$ cat config.mk
export PLATFORM = sky130hd
export DESIGN_NAME = clock_reply_to_epoch
export DESIGN_NICKNAME = d
export VERILOG_FILES = /design/src/crte_pkg.sv /design/src/clock_reply_to_epoch.sv /design/src/crte_ctrl.sv /design/src/crte_dp.sv
export SDC_FILE = /design/constraint.sdc
export NUM_CORES = 2
export LEC_CHECK = 0
export BUFFER_PORTS_ARGS = -buffer_cell sky130_fd_sc_hd__buf_2
export CAP_MARGIN = 20
export CORE_AREA = 10 10 271 403
export CTS_BUF_LIST = sky130_fd_sc_hd__clkbuf_2 sky130_fd_sc_hd__clkbuf_4 sky130_fd_sc_hd__clkbuf_8
export DETAILED_ROUTE_END_ITERATION = 16
export DIE_AREA = 0 0 281 413
export PLACE_DENSITY_LB_ADDON = 0.05
export RECOVER_POWER = 100
export SKIP_CTS_REPAIR_TIMING = 1
export SLEW_MARGIN = 40
export SYNTH_ARGS = -nofsm -noshare
export SYNTH_HDL_FRONTEND = slang
export SYNTH_SLANG_ARGS = --single-unit
$ cat constraint.sdc
create_clock -name clk -period 9.85 [get_ports clk]
set_input_delay 0.4925 -clock clk [delete_from_list [all_inputs] [get_ports clk]]
set_output_delay 0.4925 -clock clk [all_outputs]
set_load 0.02 [all_outputs]
$ cat src/crte_pkg.sv
// Shared types, codes and constants for the clock reply to epoch block.
// Used by crte_ctrl, crte_dp and the top level clock_reply_to_epoch.
package crte_pkg;

	localparam int REPLY_BYTES_DEF = 47;
	localparam int CNT_W           = 8;
	localparam int FIELDS          = 7;
	localparam int FIELD_W         = 16;
	localparam int ACC_W           = 16;
	localparam int ACC_MUL_W       = 19;
	localparam int DEC_BASE        = 10;
	localparam int ACC_SAT         = 32768;
	localparam int FIELD_MAX       = 32767;

	// characters
	localparam logic [7:0] CH_NUL   = 8'h00;
	localparam logic [7:0] CH_TAB   = 8'h09;
	localparam logic [7:0] CH_CR    = 8'h0D;
	localparam logic [7:0] CH_SPACE = 8'h20;
	localparam logic [7:0] CH_QUOTE = 8'h22;
	localparam logic [7:0] CH_PLUS  = 8'h2B;
	localparam logic [7:0] CH_COMMA = 8'h2C;
	localparam logic [7:0] CH_MINUS = 8'h2D;
	localparam logic [7:0] CH_SLASH = 8'h2F;
	localparam logic [7:0] CH_ZERO  = 8'h30;
	localparam logic [7:0] CH_NINE  = 8'h39;
	localparam logic [7:0] CH_COLON = 8'h3A;

	// date conversion constants
	localparam int YEAR_BASE  = 2000;
	localparam int YEAR_MIN   = 20;
	localparam int MON_SPLIT  = 2;
	localparam int MON_ADJ_LO = 9;
	localparam int MON_ADJ_HI = 3;
	localparam int DOY_MUL    = 153;
	localparam int DOY_ADD    = 2;
	localparam int ERA_YEARS  = 400;
	localparam int DAYS_YEAR  = 365;
	localparam int DAYS_ERA   = 146097;
	localparam int DAYS_SHIFT = 719468;
	localparam int SEC_DAY    = 86400;
	localparam int SEC_HOUR   = 3600;
	localparam int SEC_MIN    = 60;
	localparam int SEC_TZ     = 900;

	// reciprocals for division by constants: q = (x * RECIP) >> K
	localparam int RECIP_400 = 41944;
	localparam int K_400     = 24;
	localparam int RECIP_5   = 6710887;
	localparam int K_5       = 25;
	localparam int RECIP_100 = 656;
	localparam int K_100     = 16;

	typedef enum logic [4:0] {
		PH_SEARCH = 5'b00001,
		PH_START  = 5'b00010,
		PH_SIGN   = 5'b00100,
		PH_DIGITS = 5'b01000,
		PH_STOP   = 5'b10000
	} phase_t;

	typedef enum logic [3:0] {
		CS_IDLE = 4'b0001,
		CS_FIN  = 4'b0010,
		CS_CONV = 4'b0100,
		CS_LOAD = 4'b1000
	} ctrl_state_t;

	typedef enum logic [3:0] {
		ST_YM     = 4'd0,
		ST_NUM    = 4'd1,
		ST_ERA    = 4'd2,
		ST_Q5     = 4'd3,
		ST_DOY    = 4'd4,
		ST_C100   = 4'd5,
		ST_DOE    = 4'd6,
		ST_ERADAY = 4'd7,
		ST_DAYS   = 4'd8,
		ST_SEC_D  = 4'd9,
		ST_SEC_H  = 4'd10,
		ST_SEC_M  = 4'd11,
		ST_SEC_S  = 4'd12
	} step_t;

	typedef struct packed {
		logic  apply_byte;
		logic  finish;
		logic  conv;
		step_t step;
		logic  load;
	} cmd_t;

	typedef struct packed {
		logic field_open;
		logic fields_ok;
	} status_t;

	// literal expected after field idx
	function automatic logic [7:0] sep_char(input logic [2:0] idx);
		logic [7:0] ch;
		case (idx)
			3'd0, 3'd1: ch = CH_SLASH;
			3'd2:       ch = CH_COMMA;
			3'd3, 3'd4: ch = CH_COLON;
			default:    ch = CH_PLUS;
		endcase
		return ch;
	endfunction

endpackage

$ cat src/clock_reply_to_epoch.sv
// Top level of the clock reply to epoch block: joins controller and datapath.
// Depends on crte_pkg, crte_ctrl and crte_dp.
//
//  channel  | handshake                  | word
//  ---------+----------------------------+--------------------------------
//  byte in  | byte_valid / byte_stall    | reply_byte[7:0], last_byte
//  result   | result_valid / result_stall| time_ok, epoch_seconds[31:0]
//
// A byte is accepted while byte_valid is high and byte_stall is low. After
// the byte marked last the input stalls while the sequencer runs the date
// conversion, at most one multiply per step, or skips it for a reply that
// did not parse, and while result_stall holds the output register. Reset
// clears the parser and the output valid flag; there is no clearing pass.
module clock_reply_to_epoch #(
	parameter int REPLY_BYTES = crte_pkg::REPLY_BYTES_DEF
) (
	input  logic        clk,
	input  logic        arst_n,
	input  logic        byte_valid,
	output logic        byte_stall,
	input  logic [7:0]  reply_byte,
	input  logic        last_byte,
	output logic        result_valid,
	input  logic        result_stall,
	output logic        time_ok,
	output logic [31:0] epoch_seconds
);

	crte_pkg::cmd_t    cmd;
	crte_pkg::status_t status;

	crte_ctrl u_ctrl (
		.clk          (clk),
		.arst_n       (arst_n),
		.byte_valid   (byte_valid),
		.last_byte    (last_byte),
		.byte_stall   (byte_stall),
		.result_valid (result_valid),
		.result_stall (result_stall),
		.status       (status),
		.cmd          (cmd)
	);

	crte_dp #(
		.REPLY_BYTES (REPLY_BYTES)
	) u_dp (
		.clk           (clk),
		.arst_n        (arst_n),
		.reply_byte    (reply_byte),
		.cmd           (cmd),
		.status        (status),
		.time_ok       (time_ok),
		.epoch_seconds (epoch_seconds)
	);

endmodule

$ cat src/crte_ctrl.sv
// Controller for the clock reply to epoch block: byte intake, conversion
// step sequencing and output register handshake. Depends on crte_pkg.
module crte_ctrl (
	input  logic               clk,
	input  logic               arst_n,
	input  logic               byte_valid,
	input  logic               last_byte,
	output logic               byte_stall,
	output logic               result_valid,
	input  logic               result_stall,
	input  crte_pkg::status_t  status,
	output crte_pkg::cmd_t     cmd
);

	crte_pkg::ctrl_state_t state_q, state_d;
	crte_pkg::step_t       step_q, step_d;
	logic                  valid_q, valid_d;
	logic                  out_free;

	always_comb begin
		state_d  = state_q;
		step_d   = step_q;
		cmd      = '0;
		out_free = !valid_q || !result_stall;
		case (state_q)
			crte_pkg::CS_IDLE: begin
				if (byte_valid) begin
					cmd.apply_byte = 1'b1;
					if (last_byte) begin
						state_d = crte_pkg::CS_FIN;
					end
				end
			end
			crte_pkg::CS_FIN: begin
				cmd.finish = status.field_open;
				step_d     = crte_pkg::ST_YM;
				state_d    = crte_pkg::CS_CONV;
			end
			crte_pkg::CS_CONV: begin
				// skip the arithmetic when the reply did not parse
				if (!status.fields_ok) begin
					state_d = crte_pkg::CS_LOAD;
				end else begin
					cmd.conv = 1'b1;
					cmd.step = step_q;
					if (step_q == crte_pkg::ST_SEC_S) begin
						state_d = crte_pkg::CS_LOAD;
					end else begin
						step_d = crte_pkg::step_t'(step_q + 4'd1);
					end
				end
			end
			crte_pkg::CS_LOAD: begin
				if (out_free) begin
					cmd.load = 1'b1;
					state_d  = crte_pkg::CS_IDLE;
				end
			end
			default: begin
				state_d = crte_pkg::CS_IDLE;
			end
		endcase
	end

	always_comb begin
		if (cmd.load) begin
			valid_d = 1'b1;
		end else if (!result_stall) begin
			valid_d = 1'b0;
		end else begin
			valid_d = valid_q;
		end
	end

	always_ff @(posedge clk or negedge arst_n) begin
		if (!arst_n) begin
			state_q <= crte_pkg::CS_IDLE;
			step_q  <= crte_pkg::ST_YM;
			valid_q <= 1'b0;
		end else begin
			state_q <= state_d;
			step_q  <= step_d;
			valid_q <= valid_d;
		end
	end

	assign byte_stall   = (state_q != crte_pkg::CS_IDLE);
	assign result_valid = valid_q;

endmodule

$ cat src/crte_dp.sv
// Datapath for the clock reply to epoch block: field parser, date
// arithmetic registers and output register. Depends on crte_pkg.
module crte_dp #(
	parameter int REPLY_BYTES = crte_pkg::REPLY_BYTES_DEF
) (
	input  logic               clk,
	input  logic               arst_n,
	input  logic [7:0]         reply_byte,
	input  crte_pkg::cmd_t     cmd,
	output crte_pkg::status_t  status,
	output logic               time_ok,
	output logic [31:0]        epoch_seconds
);

	// parser state
	crte_pkg::phase_t                   phase_q, phase_d;
	logic [crte_pkg::ACC_W-1:0]         acc_q, acc_d;
	logic                               neg_q, neg_d;
	logic [crte_pkg::FIELD_W-1:0]       fields_q [crte_pkg::FIELDS];
	logic [2:0]                         fcnt_q;
	logic [crte_pkg::CNT_W-1:0]         bytes_q;
	logic                               ended_q;

	logic                               counted;
	logic                               is_digit;
	logic                               is_blank;
	logic [3:0]                         digit;
	logic [crte_pkg::ACC_MUL_W-1:0]     acc_mul;
	logic [crte_pkg::ACC_W-1:0]         acc_step;
	logic                               close_byte;
	logic                               do_close;
	logic [crte_pkg::FIELD_W-1:0]       close_val;
	logic                               fields_ok;

	// conversion registers
	logic [15:0]        y_q;
	logic signed [16:0] mp_q;
	logic               nneg_q;
	logic [23:0]        nmag_q;
	logic [6:0]         era_q;
	logic [19:0]        q5_q;
	logic [8:0]         yoe_q;
	logic signed [21:0] doy_q;
	logic [1:0]         c100_q;
	logic signed [22:0] doe_q;
	logic [23:0]        eraday_q;
	logic [31:0]        days_q;
	logic [31:0]        sec_q;
	logic               ok_q;
	logic [31:0]        epoch_q;

	logic signed [15:0] f_mon;
	logic               mon_low;
	logic [15:0]        y_next;
	logic signed [16:0] mp_next;
	logic signed [24:0] num;
	logic [23:0]        nmag_next;
	logic [31:0]        era_prod;
	logic [47:0]        q5_prod;
	logic signed [21:0] q5_s;
	logic [19:0]        c100_prod;
	logic [17:0]        yday;
	logic [31:0]        tz_sec;

	// byte parsing
	always_comb begin
		is_digit   = reply_byte inside {[crte_pkg::CH_ZERO:crte_pkg::CH_NINE]};
		is_blank   = reply_byte inside {crte_pkg::CH_SPACE,
			[crte_pkg::CH_TAB:crte_pkg::CH_CR]};
		digit      = 4'(reply_byte - crte_pkg::CH_ZERO);
		counted    = cmd.apply_byte && !ended_q &&
			(bytes_q < crte_pkg::CNT_W'(REPLY_BYTES));
		acc_mul    = crte_pkg::ACC_MUL_W'(acc_q) * crte_pkg::ACC_MUL_W'(crte_pkg::DEC_BASE)
			+ crte_pkg::ACC_MUL_W'(digit);
		acc_step   = (acc_mul > crte_pkg::ACC_MUL_W'(crte_pkg::ACC_SAT)) ?
			crte_pkg::ACC_W'(crte_pkg::ACC_SAT) : acc_mul[crte_pkg::ACC_W-1:0];
		phase_d    = phase_q;
		acc_d      = acc_q;
		neg_d      = neg_q;
		close_byte = 1'b0;
		if (counted && (reply_byte != crte_pkg::CH_NUL)) begin
			case (phase_q)
				crte_pkg::PH_SEARCH: begin
					if (reply_byte == crte_pkg::CH_QUOTE) begin
						phase_d = crte_pkg::PH_START;
					end
				end
				crte_pkg::PH_START: begin
					if (is_blank) begin
						phase_d = crte_pkg::PH_START;
					end else if (reply_byte inside {crte_pkg::CH_PLUS, crte_pkg::CH_MINUS}) begin
						neg_d   = (reply_byte == crte_pkg::CH_MINUS);
						phase_d = crte_pkg::PH_SIGN;
					end else if (is_digit) begin
						acc_d   = crte_pkg::ACC_W'(digit);
						phase_d = crte_pkg::PH_DIGITS;
					end else begin
						phase_d = crte_pkg::PH_STOP;
					end
				end
				crte_pkg::PH_SIGN: begin
					if (is_digit) begin
						acc_d   = crte_pkg::ACC_W'(digit);
						phase_d = crte_pkg::PH_DIGITS;
					end else begin
						phase_d = crte_pkg::PH_STOP;
					end
				end
				crte_pkg::PH_DIGITS: begin
					if (is_digit) begin
						acc_d = acc_step;
					end else begin
						close_byte = 1'b1;
						// stop after the last field or on a wrong separator
						if (fcnt_q == 3'(crte_pkg::FIELDS - 1)) begin
							phase_d = crte_pkg::PH_STOP;
						end else if (reply_byte == crte_pkg::sep_char(fcnt_q)) begin
							phase_d = crte_pkg::PH_START;
						end else begin
							phase_d = crte_pkg::PH_STOP;
						end
					end
				end
				default: begin
					phase_d = phase_q;
				end
			endcase
		end
		do_close = close_byte || cmd.finish;
		if (do_close) begin
			acc_d = '0;
			neg_d = 1'b0;
		end
		// negate or clamp the magnitude into 16 bits
		if (neg_q) begin
			close_val = ~acc_q + 1'b1;
		end else if (acc_q[crte_pkg::ACC_W-1]) begin
			close_val = crte_pkg::FIELD_W'(crte_pkg::FIELD_MAX);
		end else begin
			close_val = acc_q;
		end
	end

	always_ff @(posedge clk or negedge arst_n) begin
		if (!arst_n) begin
			phase_q <= crte_pkg::PH_SEARCH;
			acc_q   <= '0;
			neg_q   <= 1'b0;
			fcnt_q  <= '0;
			bytes_q <= '0;
			ended_q <= 1'b0;
		end else if (cmd.load) begin
			phase_q <= crte_pkg::PH_SEARCH;
			acc_q   <= '0;
			neg_q   <= 1'b0;
			fcnt_q  <= '0;
			bytes_q <= '0;
			ended_q <= 1'b0;
		end else begin
			phase_q <= phase_d;
			acc_q   <= acc_d;
			neg_q   <= neg_d;
			if (counted) begin
				bytes_q <= bytes_q + 1'b1;
				if (reply_byte == crte_pkg::CH_NUL) begin
					ended_q <= 1'b1;
				end
			end
			if (do_close && (fcnt_q < 3'(crte_pkg::FIELDS))) begin
				fcnt_q <= fcnt_q + 1'b1;
			end
		end
	end

	always_ff @(posedge clk) begin
		if (do_close && (fcnt_q < 3'(crte_pkg::FIELDS))) begin
			fields_q[fcnt_q] <= close_val;
		end
	end

	assign fields_ok = (fcnt_q >= 3'(crte_pkg::FIELDS - 1)) &&
		($signed(fields_q[0]) >= $signed(16'(crte_pkg::YEAR_MIN)));

	// date arithmetic, at most one multiply per step
	always_comb begin
		f_mon     = $signed(fields_q[1]);
		mon_low   = f_mon <= $signed(16'(crte_pkg::MON_SPLIT));
		y_next    = 16'(crte_pkg::YEAR_BASE) + fields_q[0] - {15'd0, mon_low};
		mp_next   = 17'(f_mon) + (mon_low ? 17'(crte_pkg::MON_ADJ_LO)
			: -17'(crte_pkg::MON_ADJ_HI));
		num       = 25'(mp_q) * 25'(crte_pkg::DOY_MUL) + 25'(crte_pkg::DOY_ADD);
		nmag_next = num[24] ? 24'(-num) : 24'(num);
		era_prod  = 32'(y_q) * 32'(crte_pkg::RECIP_400);
		q5_prod   = 48'(nmag_q) * 48'(crte_pkg::RECIP_5);
		q5_s      = $signed({2'b00, q5_q});
		c100_prod = 20'(yoe_q) * 20'(crte_pkg::RECIP_100);
		yday      = 18'(18'(yoe_q) * 18'(crte_pkg::DAYS_YEAR)) + 18'(yoe_q >> 2)
			- 18'(c100_q);
		// tz counts only when a seventh field parsed
		tz_sec    = (fcnt_q == 3'(crte_pkg::FIELDS)) ?
			32'(32'($signed(fields_q[6])) * 32'(crte_pkg::SEC_TZ)) : 32'd0;
	end

	always_ff @(posedge clk) begin
		if (cmd.conv) begin
			case (cmd.step)
				crte_pkg::ST_YM: begin
					y_q  <= y_next;
					mp_q <= mp_next;
				end
				crte_pkg::ST_NUM: begin
					nneg_q <= num[24];
					nmag_q <= nmag_next;
				end
				crte_pkg::ST_ERA: begin
					era_q <= 7'(era_prod >> crte_pkg::K_400);
				end
				crte_pkg::ST_Q5: begin
					q5_q <= 20'(q5_prod >> crte_pkg::K_5);
				end
				crte_pkg::ST_DOY: begin
					yoe_q <= 9'(y_q - 16'(16'(era_q) * 16'(crte_pkg::ERA_YEARS)));
					doy_q <= (nneg_q ? -q5_s : q5_s) + 22'($signed(fields_q[2])) - 22'sd1;
				end
				crte_pkg::ST_C100: begin
					c100_q <= 2'(c100_prod >> crte_pkg::K_100);
				end
				crte_pkg::ST_DOE: begin
					doe_q <= $signed({5'd0, yday}) + doy_q;
				end
				crte_pkg::ST_ERADAY: begin
					eraday_q <= 24'(24'(era_q) * 24'(crte_pkg::DAYS_ERA));
				end
				crte_pkg::ST_DAYS: begin
					days_q <= 32'({8'd0, eraday_q}) + 32'(doe_q)
						- 32'(crte_pkg::DAYS_SHIFT);
				end
				crte_pkg::ST_SEC_D: begin
					sec_q <= 32'(days_q * 32'(crte_pkg::SEC_DAY));
				end
				crte_pkg::ST_SEC_H: begin
					sec_q <= sec_q + 32'(32'($signed(fields_q[3])) * 32'(crte_pkg::SEC_HOUR));
				end
				crte_pkg::ST_SEC_M: begin
					sec_q <= sec_q + 32'(32'($signed(fields_q[4])) * 32'(crte_pkg::SEC_MIN));
				end
				crte_pkg::ST_SEC_S: begin
					sec_q <= sec_q + 32'($signed(fields_q[5])) - tz_sec;
				end
				default: begin
					sec_q <= sec_q;
				end
			endcase
		end
	end

	// output word, held until the controller loads the next one
	always_ff @(posedge clk) begin
		if (cmd.load) begin
			ok_q    <= fields_ok;
			epoch_q <= fields_ok ? sec_q : 32'd0;
		end
	end

	assign status.field_open = (phase_q == crte_pkg::PH_DIGITS);
	assign status.fields_ok  = fields_ok;
	assign time_ok           = ok_q;
	assign epoch_seconds     = epoch_q;

endmodule

==> run metrics <==
status finished with violations; failing checks capacitance limit, slew limit; Total Wirelength 139 mm; CTS max path bufs 3; Worst Slack Setup Final 2080 ps; Die ar. 0.116 mm2; CP max FO 5; endpoint arrival time on the critical path 8250 ps; HP Class in -> reg; Async S/R FF share, synth between 10% and 20%; mean area per synthesized cell 9.85 um2; Worst Skew roughly 50 ps; I/O pin count 48; final hold vios 0; DRC errors left 0; Post-DRT Antenna Nets 0; vias in the first global route just over 40,000; R2R Path Start u_dp.fields_q[6][1]; Slew Limit Fails 332; library cells used by synthesis 107; Psw 961 uW; Slew @ Worst Pin 2740 ps; drt pass-1 iters 7; largest net degree at the start of global routing 47; CP max stage cell fa_1; YS warnings 0; top cells by area, synth ha_1 (22%), fa_1 (20%), edfxtp_1 (20%), inv_1 (8.5%), xnor2_1 (4.3%); Hold Path Cell Cnt 3; Clock Tree Root clkbuf_8; GR Overflow Total 0; CTS Sinks between 400 and 500; Combinational Power Share 5.0%; Worst EP required 10,330 ps; register area share after synthesis between 20% and 30%; via count about 39,000; dpl ws 2100 ps; register bit total from synthesis 410; total negative slack 0 ps; number of CTS-inserted buffers 73; filler instances roughly 9,200; area share of the largest cell type after synthesis 22.1%; clk slew on worst S/H paths 80 ps; final setup vio count 0; Crit path top cell by count a21oi_1; Synth Cell Area 0.0557 mm2; PD cells 66.2 mW/mm2; Max Cap Viol 17; Sw Ratio 24.6%; Post-synth EDFFs 367; site row count 144; reg2reg setup slack about 2100 ps; die width 281 um; cell-internal power 2950 uW; Max VDD drop around 0.17 mV; Pleak 0.0287 uW; Syn-to-layout area delta 6.04%; WHS Endpoint u_dp.acc_q[0]; most frequent cell after synthesis inv_1; syn nets 7,195; worst hold path startpoint reply_byte[0]; initial antenna violation count 1; critical path endpoint category flop; RePlAce Congestion a little over 0.9; overall routing resource usage 24.6%; final net count approximately 7,300; Initial Util 54.5%; die height 413 um; Max-slew headroom -82.5%; Wirelength per Cell 19.5 um; max incr delay on CP 480 ps; fin util 57.8%; vias per cell 5.51; CP startpoint kind flop; Multi-input gate area 0.0386 mm2; Final Cycle Share between 70 and 80%; Synth area leader ha_1; I/O Buffers 47; share of layout cells above drive strength 1 3.44%; Worst R2R End u_dp.sec_q[29]; FF/Latch Area 0.0121 mm2; Core ar. 0.102 mm2; CP Class reg -> reg; H-tree depth 3; DPL Wire Length ~120 mm; synthesized instance count 5,648; fin cells approximately 7,000; placed insts 6,992; Worst R2R Path Depth 30; commonest cells in the netlist inv_1 (1,259), ha_1 (983), fa_1 (551), edfxtp_1 (367), nor2_1 (282); Max Fclk between 0.1 and 0.15 GHz; first-pass GRT wire length 222 mm; clk_lat worst skew 750 ps; clock network fraction of design power 45.2%; RSZ-0062 raised after global routing false; main flop type after synthesis edfxtp_1; CTS tree yes; Iteration-0 DRC Markers about 1,700; Tmin final 7770 ps; Seq pwr share 49.8%
[worst max path at each step]
stage                                   start             end  cells past startpoint
after floorplan           u_dp.fields_q[6][1]  u_dp.sec_q[29]                     30
after global placement    u_dp.fields_q[6][1]  u_dp.sec_q[29]                     30
after detailed placement  u_dp.fields_q[6][1]  u_dp.sec_q[29]                     30
after CTS                 u_dp.fields_q[6][1]  u_dp.sec_q[29]                     30
after global routing      u_dp.fields_q[6][1]  u_dp.sec_q[29]                     30
final                     u_dp.fields_q[6][1]  u_dp.sec_q[29]                     30
[kinds of logic after synthesis]
family | synth area share (%)
adders and majority gates | 41.9
DFF | 21.7
xor gates and xnor gates | 6.75
muxes | 0.335
buffers and inverters | 8.88
and+or+nand+nor | 8.99
AOI/OAI and AO/OA | 11.4
[critical path, delay by kind of cell, from the launching register on]
kind	cells	cell delay [ps]
flops	1	440
compound gates	17	3520
xor+xnor	2	290
simple gates	2	460
buf+inv	2	170
fa+ha+maj	7	2660
[registers in the layout, summed over array words and instances, names as in the netlist, 17 cells and up]
name / flops
u_dp.days_q: 25
u_dp.doe_q: 23
u_dp.doy_q: 22
u_dp.eraday_q: 24
u_dp.sec_q: 32
u_dp.nmag_q: 24
u_dp.mp_q: 17
u_dp.epoch_seconds: 32
u_dp.q5_q: 20
u_dp.fields_q: 112
[power by group through the flow]
| stage | clock network [uW] | logic [uW] | registers [uW] |
|---|---|---|---|
| 2_1_floorplan | 0 | 103 | 1970 |
| 3_3_place_gp | 0 | 200 | 1980 |
| 3_5_place_dp | 0 | 208 | 1980 |
| 4_1_cts | 1830 | 209 | 1950 |
| 5_1_grt | 1890 | 210 | 1950 |
| 6_report | 1770 | 194 | 1950 |
[layout by cell type (no fill, tap or decap), types with 47 or more instances in the layout]
cell      instances
a21o_1          103
xnor2_1         274
fa_1            551
a21oi_1         232
a31oi_1          47
o21a_1           60
nor3_1           97
nand2_1         193
nand3_1          76
ha_1            983
xor2_1          146
edfxtp_1        367
o21ai_0         180
clkbuf_8         76
nand2b_1         51
inv_1          1260
nor2_1          281
clkbuf_1         63
[per-layer routing]
metal	track usage [%]	wire length, um
met4	10.1	6020
met3	2.44	4010
met5	0	0
met2	47.4	75900
met1	26.8	52800
[cell type report]
type | instances | share of cell area [%]
Multi-Input combinational cell | 3926 | 65.4
Tap cell | 1314 | 2.79
Antenna cell | 1 | 0.00424
Sequential cell | 410 | 20.5
Clock buffer | 94 | 2.00
Clock inverter | 41 | 0.657
Timing Repair Buffer | 85 | 0.638
Inverter | 1260 | 8.01
[stage by stage]
step / power, uW / instance area, um2 / hold WS [ps]
after floorplan: 2070 / 55700 / 197
after global placement: 2180 / 57700 / 470
after detailed placement: 2190 / 57800 / 473
after CTS: 3990 / 59400 / -321
after global routing: 4050 / 59000 / 47.1
final: 3910 / 59000 / 72.5
No activity file was read; power rests on OpenSTA's default activity.
